[config.mk]
export PLATFORM = sky130hd
export DESIGN_NAME = key_matrix_to_hid_report_unit
export DESIGN_NICKNAME = d
export VERILOG_FILES = /design/src/design/khr_pkg.sv /design/src/design/khr_ram.sv /design/src/design/khr_lane.sv /design/src/design/khr_merge.sv /design/src/design/key_matrix_to_hid_report_unit.sv
export SDC_FILE = /design/constraint.sdc
export NUM_CORES = 2
export LEC_CHECK = 0
export BUFFER_PORTS_ARGS = -buffer_cell sky130_fd_sc_hd__buf_2
export CAP_MARGIN = 15
export CORE_ASPECT_RATIO = 1.75
export CORE_UTILIZATION = 56
export CTS_CLUSTER_DIAMETER = 80
export DETAILED_ROUTE_END_ITERATION = 7
export PLACE_DENSITY = 0.81
export SYNTH_ARGS = -nofsm -noshare
export SYNTH_HDL_FRONTEND = slang
export SYNTH_SLANG_ARGS = --single-unit
[constraint.sdc]
create_clock -name clock -period 5.61 [get_ports clock]
set_input_delay 0.8415 -clock clock [delete_from_list [all_inputs] [get_ports clock]]
set_output_delay 0.8415 -clock clock [all_outputs]
set_load 0.05 [all_outputs]
[src/design/khr_pkg.sv]
// Shared types and constants for the key matrix to HID report encoder.
// No dependencies.
`default_nettype none

package khr_pkg;

   localparam int NUM_GROUPS     = 7;
   localparam int REPORT_KEYS    = 6;
   localparam int KEYS_PER_GROUP = 8;
   localparam int KEY_COUNT      = NUM_GROUPS * KEYS_PER_GROUP;
   localparam int MOD_ENTRIES    = 8;
   localparam int NUM_TABLES     = 3;
   localparam int TBL_DEPTH      = NUM_TABLES * KEYS_PER_GROUP;
   localparam int TBL_ADDR_W     = $clog2(TBL_DEPTH);
   localparam int LANE_W         = (NUM_GROUPS > 1) ? $clog2(NUM_GROUPS) : 1;
   localparam int CNT_W          = $clog2(REPORT_KEYS + 1);
   localparam int SLOT_W         = (REPORT_KEYS > 1) ? $clog2(REPORT_KEYS) : 1;
   localparam int WALK_W         = $clog2(KEYS_PER_GROUP + 1);
   localparam int CSR_ADDR_W     = 3;

   localparam logic [7:0] UNUSED_MOD = 8'hFF;

   // action codes
   localparam logic ACT_SCAN = 1'b0;
   localparam logic ACT_LOAD = 1'b1;

   // table_select codes
   localparam logic [1:0] SEL_BASE   = 2'd0;
   localparam logic [1:0] SEL_SECOND = 2'd1;
   localparam logic [1:0] SEL_ALPHA  = 2'd2;
   localparam logic [1:0] SEL_MOD    = 2'd3;

   // register indexes
   localparam logic REG_ALPHA  = 1'b0;
   localparam logic REG_SECOND = 1'b1;

   typedef struct packed {
      logic       action;
      logic [1:0] table_select;
      logic [5:0] table_index;
      logic [7:0] table_value;
      logic [7:0] key_group_one;
      logic [7:0] key_group_two;
      logic [7:0] key_group_three;
      logic [7:0] key_group_four;
      logic [7:0] key_group_five;
      logic [7:0] key_group_six;
      logic [7:0] key_group_seven;
   } req_item_type;

   typedef struct packed {
      logic [7:0] modifier_bits;
      logic [7:0] keycode_one;
      logic [7:0] keycode_two;
      logic [7:0] keycode_three;
      logic [7:0] keycode_four;
      logic [7:0] keycode_five;
      logic [7:0] keycode_six;
   } rsp_item_type;

   // walk control broadcast to every lane
   typedef struct packed {
      logic                  clear;
      logic [TBL_ADDR_W-1:0] rd_addr;
      logic                  acc;
      logic [2:0]            acc_pos;
   } lane_ctrl_type;

   typedef struct packed {
      logic                  en;
      logic [TBL_ADDR_W-1:0] addr;
      logic [7:0]            data;
   } lane_wr_type;

   typedef struct packed {
      logic [REPORT_KEYS-1:0][7:0] codes;
      logic [CNT_W-1:0]            count;
   } lane_result_type;

   typedef struct packed {
      logic clear;
      logic take;
   } merge_ctrl_type;

endpackage

`default_nettype wire

[src/design/khr_ram.sv]
// Generic single-write, single-read RAM with registered read data.
// No dependencies.
`default_nettype none

module khr_ram #(
   parameter int WIDTH = 8,
   parameter int DEPTH = 24
) (
   input  wire logic                     clock,
   input  wire logic                     wr_en,
   input  wire logic [$clog2(DEPTH)-1:0] wr_addr,
   input  wire logic [WIDTH-1:0]         wr_data,
   input  wire logic [$clog2(DEPTH)-1:0] rd_addr,
   output logic      [WIDTH-1:0]         rd_data
);

   logic [WIDTH-1:0] mem_ff [DEPTH];
   logic [WIDTH-1:0] rd_data_ff;

   always_ff @(posedge clock) begin
      if (wr_en) begin
         mem_ff[wr_addr] <= wr_data;
      end
      rd_data_ff <= mem_ff[rd_addr];
   end

   assign rd_data = rd_data_ff;

endmodule

`default_nettype wire

[src/design/khr_lane.sv]
// One key-group lane: the group's slice of all three code tables and the
// compactor that gathers its pressed, nonzero codes. Uses khr_pkg, khr_ram.
`default_nettype none

module khr_lane
   import khr_pkg::*;
(
   input  wire logic            clock,
   input  wire logic            reset,
   input  wire lane_ctrl_type   ctrl,
   input  wire lane_wr_type     wr,
   input  wire logic [7:0]      key_bits,
   output lane_result_type      result
);

   logic [7:0]                  rd_data;
   logic [REPORT_KEYS-1:0][7:0] codes_ff, codes_in;
   logic [CNT_W-1:0]            cnt_ff, cnt_in;

   khr_ram #(
      .WIDTH (8),
      .DEPTH (TBL_DEPTH)
   ) u_codes (
      .clock   (clock),
      .wr_en   (wr.en),
      .wr_addr (wr.addr),
      .wr_data (wr.data),
      .rd_addr (ctrl.rd_addr),
      .rd_data (rd_data)
   );

   always_comb begin
      codes_in = codes_ff;
      cnt_in   = cnt_ff;
      if (ctrl.clear) begin
         cnt_in = '0;
      end else if (ctrl.acc && key_bits[ctrl.acc_pos] && (rd_data != 8'h00) &&
                   (cnt_ff < CNT_W'(REPORT_KEYS))) begin
         codes_in[cnt_ff[SLOT_W-1:0]] = rd_data;
         cnt_in                       = cnt_ff + CNT_W'(1);
      end
   end

   always_ff @(posedge clock) begin
      if (reset) begin
         cnt_ff <= '0;
      end else begin
         cnt_ff <= cnt_in;
      end
      codes_ff <= codes_in;
   end

   assign result.codes = codes_ff;
   assign result.count = cnt_ff;

   a_cnt_bounded: assert property (@(posedge clock) disable iff (reset)
      cnt_ff <= CNT_W'(REPORT_KEYS))
      else $error("lane count past report size");

   a_clear_empties: assert property (@(posedge clock) disable iff (reset)
      ctrl.clear |=> (cnt_ff == '0))
      else $error("lane not emptied by clear");

   a_acc_grows_by_one: assert property (@(posedge clock) disable iff (reset)
      !ctrl.clear |=> (cnt_ff == $past(cnt_ff)) || (cnt_ff == $past(cnt_ff) + CNT_W'(1)))
      else $error("lane count jumped");

endmodule

`default_nettype wire

[src/design/khr_merge.sv]
// Merging stage: appends each lane's codes, in lane order, to the report
// slots until they are full. Uses khr_pkg.
`default_nettype none

module khr_merge
   import khr_pkg::*;
(
   input  wire logic                        clock,
   input  wire logic                        reset,
   input  wire merge_ctrl_type              ctrl,
   input  wire lane_result_type             lane,
   output logic [REPORT_KEYS-1:0][7:0]      slots
);

   logic [REPORT_KEYS-1:0][7:0] rep_ff, rep_in;
   logic [CNT_W-1:0]            slot_ff, slot_in;

   always_comb begin
      logic [CNT_W:0] off;
      logic [CNT_W:0] sum;
      rep_in  = rep_ff;
      slot_in = slot_ff;
      off     = '0;
      sum     = '0;
      if (ctrl.clear) begin
         rep_in  = '0;
         slot_in = '0;
      end else if (ctrl.take) begin
         for (int s = 0; s < REPORT_KEYS; s++) begin
            off = (CNT_W + 1)'(s) - {1'b0, slot_ff};
            if (((CNT_W + 1)'(s) >= {1'b0, slot_ff}) && (off < {1'b0, lane.count})) begin
               rep_in[s] = lane.codes[off[SLOT_W-1:0]];
            end
         end
         sum = {1'b0, slot_ff} + {1'b0, lane.count};
         slot_in = (sum > (CNT_W + 1)'(REPORT_KEYS)) ? CNT_W'(REPORT_KEYS) : sum[CNT_W-1:0];
      end
   end

   always_ff @(posedge clock) begin
      if (reset) begin
         slot_ff <= '0;
      end else begin
         slot_ff <= slot_in;
      end
      rep_ff <= rep_in;
   end

   assign slots = rep_ff;

   a_slot_bounded: assert property (@(posedge clock) disable iff (reset)
      slot_ff <= CNT_W'(REPORT_KEYS))
      else $error("merge slot past report size");

   a_slot_monotonic: assert property (@(posedge clock) disable iff (reset)
      !ctrl.clear |=> slot_ff >= $past(slot_ff))
      else $error("merge slot went backwards");

   a_clear_zeroes: assert property (@(posedge clock) disable iff (reset)
      ctrl.clear |=> (slot_ff == '0) && (rep_ff == '0))
      else $error("merge not cleared");

endmodule

`default_nettype wire

[src/design/key_matrix_to_hid_report_unit.sv]
// Top level of the key matrix to HID boot-keyboard report encoder.
// Uses khr_pkg, khr_lane, khr_merge (khr_ram inside each lane).
//
// Usage:
//  - req channel (req_valid/req_stall/req_data): one transaction is either a
//    table load (action = load) or a matrix scan of seven 8-bit key groups.
//  - rsp channel (rsp_valid/rsp_stall/rsp_data): a report transaction goes out
//    only when a scan gives a report that differs from the last one sent.
//  - csr_* APB port: alpha key index at 0x0, second key index at 0x4.
//    pready is tied high; write only while the block is idle.
// Timing:
//  - A load leaves the block idle; the next transaction can be taken straight away.
//  - A scan is accepted, then walks the seven lanes' table RAMs (8 keys,
//    one read per cycle, plus the registered read), merges the lanes (one
//    lane per cycle), then compares and emits; no request is taken meanwhile.
//    The lane walk and the lane-by-lane merge set the length of a scan.
// Stall: the result sits in an output register. A new scan may proceed
//  while it waits; only when the next report is ready does the block hold
//  in its emit step until the receiver takes the earlier one.
// Reset: synchronous; the modifier map reads all unused, key indexes go to
//  15 (alpha) and 5 (second), and the first scan always emits. Code tables
//  are not cleared and must be loaded before use.
`default_nettype none

module key_matrix_to_hid_report_unit
   import khr_pkg::*;
(
   input  wire logic                  clock,
   input  wire logic                  reset,
   // request channel
   input  wire logic                  req_valid,
   output logic                       req_stall,
   input  wire req_item_type          req_data,
   // result channel
   output logic                       rsp_valid,
   input  wire logic                  rsp_stall,
   output rsp_item_type               rsp_data,
   // configuration port
   input  wire logic                  csr_psel,
   input  wire logic                  csr_penable,
   input  wire logic                  csr_pwrite,
   input  wire logic [CSR_ADDR_W-1:0] csr_paddr,
   input  wire logic [31:0]           csr_pwdata,
   output logic [31:0]                csr_prdata,
   output logic                       csr_pready
);

   typedef enum logic [3:0] {
      S_IDLE  = 4'b0001,
      S_WALK  = 4'b0010,
      S_MERGE = 4'b0100,
      S_EMIT  = 4'b1000
   } state_type;

   state_type state_ff, state_in;

   // config registers
   logic [5:0] alpha_idx_ff, alpha_idx_in;
   logic [5:0] second_idx_ff, second_idx_in;
   logic       csr_wr;

   // scan context
   logic [KEY_COUNT-1:0] keys_ff, keys_in, req_keys;
   logic [1:0]           tsel_ff, tsel_in;
   logic [WALK_W-1:0]    walk_ff, walk_in;
   logic [LANE_W-1:0]    lane_ff, lane_in;

   // modifier map
   logic [7:0] mod_ff [MOD_ENTRIES];
   logic [7:0] mod_in [MOD_ENTRIES];

   // last report and output register
   rsp_item_type last_ff, last_in;
   logic         last_valid_ff, last_valid_in;
   rsp_item_type rsp_data_ff, rsp_data_in;
   logic         rsp_valid_ff, rsp_valid_in;

   logic req_accept, scan_accept, load_accept;
   logic [1:0] scan_sel;

   lane_ctrl_type               lane_ctrl;
   lane_wr_type                 lane_wr [NUM_GROUPS];
   lane_result_type             lane_res [NUM_GROUPS];
   merge_ctrl_type              merge_ctrl;
   logic [REPORT_KEYS-1:0][7:0] slots;
   logic [5:0][7:0]             full_slots;
   logic [7:0]                  mod_bits;
   rsp_item_type                report;
   logic                        differs, out_free, emit;

   function automatic logic key_down(input logic [KEY_COUNT-1:0] keys,
                                     input logic [7:0] key);
      logic [63:0] pad;
      pad = 64'(keys);
      return (key < 8'(KEY_COUNT)) && pad[key[5:0]];
   endfunction

   // ---------------- configuration port ----------------
   assign csr_pready = 1'b1;
   assign csr_wr     = csr_psel && csr_penable && csr_pwrite && csr_pready;

   always_comb begin
      alpha_idx_in  = alpha_idx_ff;
      second_idx_in = second_idx_ff;
      if (csr_wr) begin
         case (csr_paddr[2])
            REG_ALPHA:  alpha_idx_in  = csr_pwdata[5:0];
            REG_SECOND: second_idx_in = csr_pwdata[5:0];
            default:    alpha_idx_in  = alpha_idx_ff;
         endcase
      end
   end

   assign csr_prdata = (csr_paddr[2] == REG_SECOND) ? {26'd0, second_idx_ff}
                                                     : {26'd0, alpha_idx_ff};

   // ---------------- request side ----------------
   assign req_stall   = (state_ff != S_IDLE);
   assign req_accept  = req_valid && !req_stall;
   assign scan_accept = req_accept && (req_data.action == ACT_SCAN);
   assign load_accept = req_accept && (req_data.action == ACT_LOAD);

   // key k is bit k of the flattened matrix
   assign req_keys = {req_data.key_group_seven, req_data.key_group_six,
                      req_data.key_group_five,  req_data.key_group_four,
                      req_data.key_group_three, req_data.key_group_two,
                      req_data.key_group_one};

   // table choice: alpha beats second beats base
   always_comb begin
      if (key_down(req_keys, {2'b00, alpha_idx_ff})) begin
         scan_sel = SEL_ALPHA;
      end else if (key_down(req_keys, {2'b00, second_idx_ff})) begin
         scan_sel = SEL_SECOND;
      end else begin
         scan_sel = SEL_BASE;
      end
   end

   // modifier map loads
   always_comb begin
      for (int b = 0; b < MOD_ENTRIES; b++) begin
         mod_in[b] = mod_ff[b];
      end
      if (load_accept && (req_data.table_select == SEL_MOD) &&
          (req_data.table_index < 6'(MOD_ENTRIES))) begin
         mod_in[req_data.table_index[2:0]] = req_data.table_value;
      end
   end

   // ---------------- lanes ----------------
   assign lane_ctrl.clear   = scan_accept;
   assign lane_ctrl.rd_addr = {tsel_ff, walk_ff[2:0]};
   assign lane_ctrl.acc     = (state_ff == S_WALK) && (walk_ff != '0);
   assign lane_ctrl.acc_pos = walk_ff[2:0] - 3'd1;

   for (genvar g = 0; g < NUM_GROUPS; g++) begin : g_lane
      assign lane_wr[g].en   = load_accept && (req_data.table_select != SEL_MOD) &&
                               (req_data.table_index < 6'(KEY_COUNT)) &&
                               (req_data.table_index[5:3] == 3'(g));
      assign lane_wr[g].addr = {req_data.table_select, req_data.table_index[2:0]};
      assign lane_wr[g].data = req_data.table_value;

      khr_lane u_lane (
         .clock    (clock),
         .reset    (reset),
         .ctrl     (lane_ctrl),
         .wr       (lane_wr[g]),
         .key_bits (keys_ff[g*KEYS_PER_GROUP +: KEYS_PER_GROUP]),
         .result   (lane_res[g])
      );
   end

   // ---------------- merge ----------------
   assign merge_ctrl.clear = scan_accept;
   assign merge_ctrl.take  = (state_ff == S_MERGE);

   khr_merge u_merge (
      .clock (clock),
      .reset (reset),
      .ctrl  (merge_ctrl),
      .lane  (lane_res[lane_ff]),
      .slots (slots)
   );

   // ---------------- report build and compare ----------------
   always_comb begin
      for (int b = 0; b < MOD_ENTRIES; b++) begin
         mod_bits[b] = (mod_ff[b] != UNUSED_MOD) && key_down(keys_ff, mod_ff[b]);
      end
   end

   assign full_slots           = (6 * 8)'(slots);
   assign report.modifier_bits = mod_bits;
   assign report.keycode_one   = full_slots[0];
   assign report.keycode_two   = full_slots[1];
   assign report.keycode_three = full_slots[2];
   assign report.keycode_four  = full_slots[3];
   assign report.keycode_five  = full_slots[4];
   assign report.keycode_six   = full_slots[5];

   assign differs  = !last_valid_ff || (report != last_ff);
   assign out_free = !rsp_valid_ff || !rsp_stall;
   assign emit     = (state_ff == S_EMIT) && differs && out_free;

   // ---------------- sequencer ----------------
   always_comb begin
      state_in = state_ff;
      keys_in  = keys_ff;
      tsel_in  = tsel_ff;
      walk_in  = walk_ff;
      lane_in  = lane_ff;
      case (state_ff)
         S_IDLE: begin
            if (scan_accept) begin
               keys_in  = req_keys;
               tsel_in  = scan_sel;
               walk_in  = '0;
               state_in = S_WALK;
            end
         end
         S_WALK: begin
            // reads issue on 0..7; each is accumulated in the cycle after its read
            if (walk_ff == WALK_W'(KEYS_PER_GROUP)) begin
               lane_in  = '0;
               state_in = S_MERGE;
            end else begin
               walk_in = walk_ff + WALK_W'(1);
            end
         end
         S_MERGE: begin
            if (lane_ff == LANE_W'(NUM_GROUPS - 1)) begin
               state_in = S_EMIT;
            end else begin
               lane_in = lane_ff + LANE_W'(1);
            end
         end
         S_EMIT: begin
            if (!differs || out_free) begin
               state_in = S_IDLE;
            end
         end
         default: state_in = S_IDLE;
      endcase
   end

   // ---------------- output register ----------------
   always_comb begin
      rsp_valid_in  = rsp_valid_ff;
      rsp_data_in   = rsp_data_ff;
      last_in       = last_ff;
      last_valid_in = last_valid_ff;
      if (emit) begin
         rsp_valid_in  = 1'b1;
         rsp_data_in   = report;
         last_in       = report;
         last_valid_in = 1'b1;
      end else if (!rsp_stall) begin
         rsp_valid_in = 1'b0;
      end
   end

   always_ff @(posedge clock) begin
      if (reset) begin
         state_ff      <= S_IDLE;
         alpha_idx_ff  <= 6'd15;
         second_idx_ff <= 6'd5;
         rsp_valid_ff  <= 1'b0;
         last_valid_ff <= 1'b0;
         walk_ff       <= '0;
         lane_ff       <= '0;
         for (int b = 0; b < MOD_ENTRIES; b++) begin
            mod_ff[b] <= UNUSED_MOD;
         end
      end else begin
         state_ff      <= state_in;
         alpha_idx_ff  <= alpha_idx_in;
         second_idx_ff <= second_idx_in;
         rsp_valid_ff  <= rsp_valid_in;
         last_valid_ff <= last_valid_in;
         walk_ff       <= walk_in;
         lane_ff       <= lane_in;
         for (int b = 0; b < MOD_ENTRIES; b++) begin
            mod_ff[b] <= mod_in[b];
         end
      end
      keys_ff     <= keys_in;
      tsel_ff     <= tsel_in;
      last_ff     <= last_in;
      rsp_data_ff <= rsp_data_in;
   end

   assign rsp_valid = rsp_valid_ff;
   assign rsp_data  = rsp_data_ff;

   a_emit_marks_last: assert property (@(posedge clock) disable iff (reset)
      emit |=> last_valid_ff && (last_ff == rsp_data_ff) && rsp_valid_ff)
      else $error("emitted report not recorded as last sent");

   a_load_stays_idle: assert property (@(posedge clock) disable iff (reset)
      load_accept |=> (state_ff == S_IDLE))
      else $error("load transaction left idle");

   a_walk_bounded: assert property (@(posedge clock) disable iff (reset)
      (state_ff == S_WALK) |-> (walk_ff <= WALK_W'(KEYS_PER_GROUP)))
      else $error("walk counter overran the group");

   a_scan_no_early_result: assert property (@(posedge clock) disable iff (reset)
      scan_accept |=> !emit)
      else $error("result emitted before the walk");

endmodule

`default_nettype wire

==> flow_summary_export.csv <==
group,metric,value,unit
status,run_status,"complete, but fails checks",
status,violations,"DRC",
detailed_routing,drt_iter0_drc,5567,
grt,grt-ovfl-total,0,
sta,setup_tns,0,ns
min_path,timing.hold.worst.class,"primary input to flip-flop",
clocking,post_cts_resize_count,0,
sta,worstMarginPinSlew,1.26,ns
layout,fillCellCount,9808,
synthesis,ys_warn_count,0,
floorplan,core.rowCount,187,
detailed_routing,vias,45800,
clocking,post_cts_hold_buffer_count,0,
power_and_ir_drop,power.ir.vdd_worst,0.334,mV
floorplan,dieArea,151000,µm²
critical_path,worst-endpoint-arrival,4.70,ns
detailed_routing,dr.pass1.iters,8,
synthesis,postSynthRegisterBits,2011,
synthesis,edff_count_synth,1794,
critical_path,crit_path_start_kind,"flip-flop",
clocking,clock-sinks,2011,
sta,unrepaired_setup_endpoints_after_global_routing,"no",
critical_path,cp_data_required_time,6.02,ns
synthesis,asyncSetResetFlopFracSynth,0,%
synthesis,yosys_most_used_dff,"sky130_fd_sc_hd__edfxtp_1",
critical_path,timing.critical_path.slowest_cell_delay,0.86,ns
critical_path,path_max_fanout,56,
flow_run,max-cap-violations,0,
sta,setup_viol_count_final,0,
floorplan,initial_utilization,56.4,%
power_and_ir_drop,power.density,323,nW/µm²
synthesis,post_synth_num_cell_types,81,
synthesis,yosysTopAreaCell,"sky130_fd_sc_hd__edfxtp_1",
layout,final_net_count,4869,
clocking,numCtsBuffers,159,
synthesis,ys_top_cells_by_area,"sky130_fd_sc_hd__edfxtp_1 64%, sky130_fd_sc_hd__mux4_2 15%, sky130_fd_sc_hd__dfxtp_1 5.2%",
synthesis,synth_most_common_cell,"sky130_fd_sc_hd__edfxtp_1",
detailed_routing,drcViolationCount,1,
clocking,cts_max_path_buffers,3,
layout,fin_area,92000,µm²
floorplan,core,148000,µm²
sta,fmax,233,MHz
grt,grt_pass1_vias,46500,
grt,grt_max_degree,177,
detailed_routing,route.detailed.wl_per_inst,32.5,µm
sta,hold_viol,0,
sta,slew_viol_final,0,
critical_path,worst_path_max_delay_cell,"sky130_fd_sc_hd__dfxtp_1",
clocking,cts.reportedPaths.clkPinSlew,0.07,ns
placement,buffer_ports.inserted,150,
detailed_routing,totalWireLength,222,mm
power_and_ir_drop,power.static_leakage,28.7,nW
synthesis,synth_sequential_area_ratio,69.5,%
grt,global_route_wire_length_before_repair,320,mm
critical_path,cp-end-kind,"flip-flop",
placement,place_congestion,0.911,
synthesis,syn_area_per_cell,18.1,µm²
grt,antenna_found_initial,6,
critical_path,crit_family,"compound AO/OA/AOI/OAI gates",
floorplan,height_of_the_chip,514,µm
synthesis,synthesis.area,83700,µm²
placement,place.detailed.hpwl,140,mm
sta,finalCritPeriodShare,76.6,%
critical_path,cp_num_buf_inv,1,
layout,fraction_of_layout_cells_with_a_size_suffix_above_1,24.3,%
placement,post_detailed_placement_cell_area,86600,µm²
clocking,htree_num_levels,4,
critical_path,crit_type,"flip-flop to flip-flop",
layout,flow.area_growth_from_synthesis,9.94,%
detailed_routing,detail-route-antenna-nets,0,
synthesis,ys_top_cells_by_count,"1,794 x sky130_fd_sc_hd__edfxtp_1, 573 x sky130_fd_sc_hd__mux4_2, 355 x sky130_fd_sc_hd__nor2_1",
clocking,cts.repair_timing.setup_buffer_count,0,
detailed_routing,via_per_inst,6.69,
clocking,clock_insertion_delay_worst_skew,0.81,ns
clocking,clock_tree_from_tritoncts,"built",
clocking,master_cell_of_the_clock_root_buffer,"sky130_fd_sc_hd__clkbuf_16",
sta,clock_period_minus_worst_slack,4.30,ns
floorplan,io_pins,206,
floorplan,die_width,294,µm
sta,slew_headroom,16.0,%
sta,final.setup_skew,0.0373,ns
grt,grtUsageTotal,29.7,%
synthesis,top_area_cell_type_share_of_the_netlist_area,64.3,%
critical_path,critical_path.cell_chain,"mux4_1 -> mux2_2 -> o32a_1 -> a211oi_2 -> xnor2_1 -> a2111oi_4 -> nand4_2 -> nand2_1 -> a21oi_4 -> buf_4",
synthesis,syn-instance-count,4621,
## final cells by class
| type | instances | area [µm²] | area share, % |
|---|---|---|---|
| well taps | 1984 | 2480 | 2.70 |
| inverters | 51 | 191 | 0.208 |
| multi-input cells | 2264 | 24200 | 26.3 |
| repair buffers | 230 | 1480 | 1.60 |
| diodes | 4 | 10.0 | 0.0109 |
| clock inverters | 94 | 1020 | 1.11 |
| flip-flops and latches | 2011 | 58200 | 63.3 |
| clock buffers | 201 | 4400 | 4.78 |
## metal layers
| layer | vias up | global-route usage (%) | share of wire, % |
|---|---|---|---|
| li1 | 18700 | - | - |
| met1 | 23100 | 32.1 | 31 |
| met2 | 3045 | 51.5 | 52 |
| met3 | 870 | 4.94 | 8.1 |
| met4 | 6 | 23.0 | 9.3 |
| met5 | - | 0 | 0.016 |
## logic make-up after synthesis
logic type               count (synthesis)  share of synthesized area [%]
flip-flops                            2011                           69.5
multiplexers                           927                           19.9
AND/OR/NAND/NOR                        837                           4.55
AO/OA/AOI/OAI                          382                           2.99
buffers and inverters                  371                           1.92
XOR/XNOR                                54                          0.565
adder cells (fa/ha/maj)                 37                          0.571
other                                    2                        0.00897
## metrics by stage
step | utilization, % | hold WS (ns) | std cells | power [mW] | worst slack [ns]
global route | 62.0 | 0.231 | 6836 | 30.3 | 1.19
floorplan | - | 0.408 | 4646 | 17.7 | 0.147
finish | 62.1 | 0.246 | 6839 | 29.7 | 1.31
detailed placement | 58.4 | 0.420 | 6539 | 18.3 | 1.36
global placement | 58.4 | 0.412 | 6539 | 18.3 | 1.42
CTS | 62.0 | 0.206 | 6834 | 29.8 | 1.32
## state kept, by name (all words and copies together), names as in the netlist
name                           count
lane_ff                            3
g_lane.u_lane.u_codes.rd_data     56
g_lane.u_lane.u_codes.mem_ff    1344
state_ff                           4
g_lane.u_lane.result             336
rsp_data                          56
walk_ff                            4
alpha_idx_ff                       6
keys_ff                           56
tsel_ff                            2
u_merge.slot_ff                    3
rsp_valid                          1
g_lane.u_lane.cnt_ff              21
last_valid_ff                      1
second_idx_ff                      6
mod_ff                            64
u_merge.slots                     48
## report_power, final
part / internal [mW] / total [mW] / switching, mW / leakage (nW)
Sequential: 16.4 / 16.7 / 0.257 / 17.9
Clock: 6.33 / 11.7 / 5.37 / 2.62
Combinational: 0.559 / 1.39 / 0.829 / 8.17
Total: 23.3 / 29.7 / 6.46 / 28.7
## placed cells by master (no fill, tap or decap), drive strengths merged, types with 15 or more instances in the layout
cell type / instances
mux2: 52
xnor2: 29
buf: 229
bufinv: 15
mux2i: 295
nand2: 226
dfxtp: 217
o211ai: 61
clkbuf: 202
clkinv: 58
nor2b: 44
nor3: 40
xor2: 25
nand3: 32
nor4: 44
nor4b: 24
edfxtp: 1794
mux4: 580
nor2: 357
a211oi: 26
o21ai: 80
conb: 27
inv: 58
a21oi: 113
ha: 35
nand4: 20
## path summary, 6_finish.rpt
kind / startpoint / to / slack [ns] / depth (start not counted)
setup / recovery: mod_ff[1][9] / rsp_data[44] / 1.31 / 10
hold / removal: req_data[0] / keys_ff[48] / 0.25 / 1
setup reg to reg: mod_ff[1][9] / rsp_data[44] / 1.31 / 10
hold reg to reg: u_merge.slots[19] / rsp_data[27] / 0.43 / 0
## worst reg2reg max path, cell delays in order (launching register included)
cell,delay (ns)
sky130_fd_sc_hd__dfxtp_1,0.86
sky130_fd_sc_hd__mux4_1,0.64
sky130_fd_sc_hd__mux2_2,0.28
sky130_fd_sc_hd__o32a_1,0.30
sky130_fd_sc_hd__a211oi_2,0.49
sky130_fd_sc_hd__xnor2_1,0.24
sky130_fd_sc_hd__a2111oi_4,0.07
sky130_fd_sc_hd__nand4_2,0.17
sky130_fd_sc_hd__nand2_1,0.12
sky130_fd_sc_hd__a21oi_4,0.13
sky130_fd_sc_hd__buf_4,0.56
No activity file was read; power rests on OpenSTA's default activity.
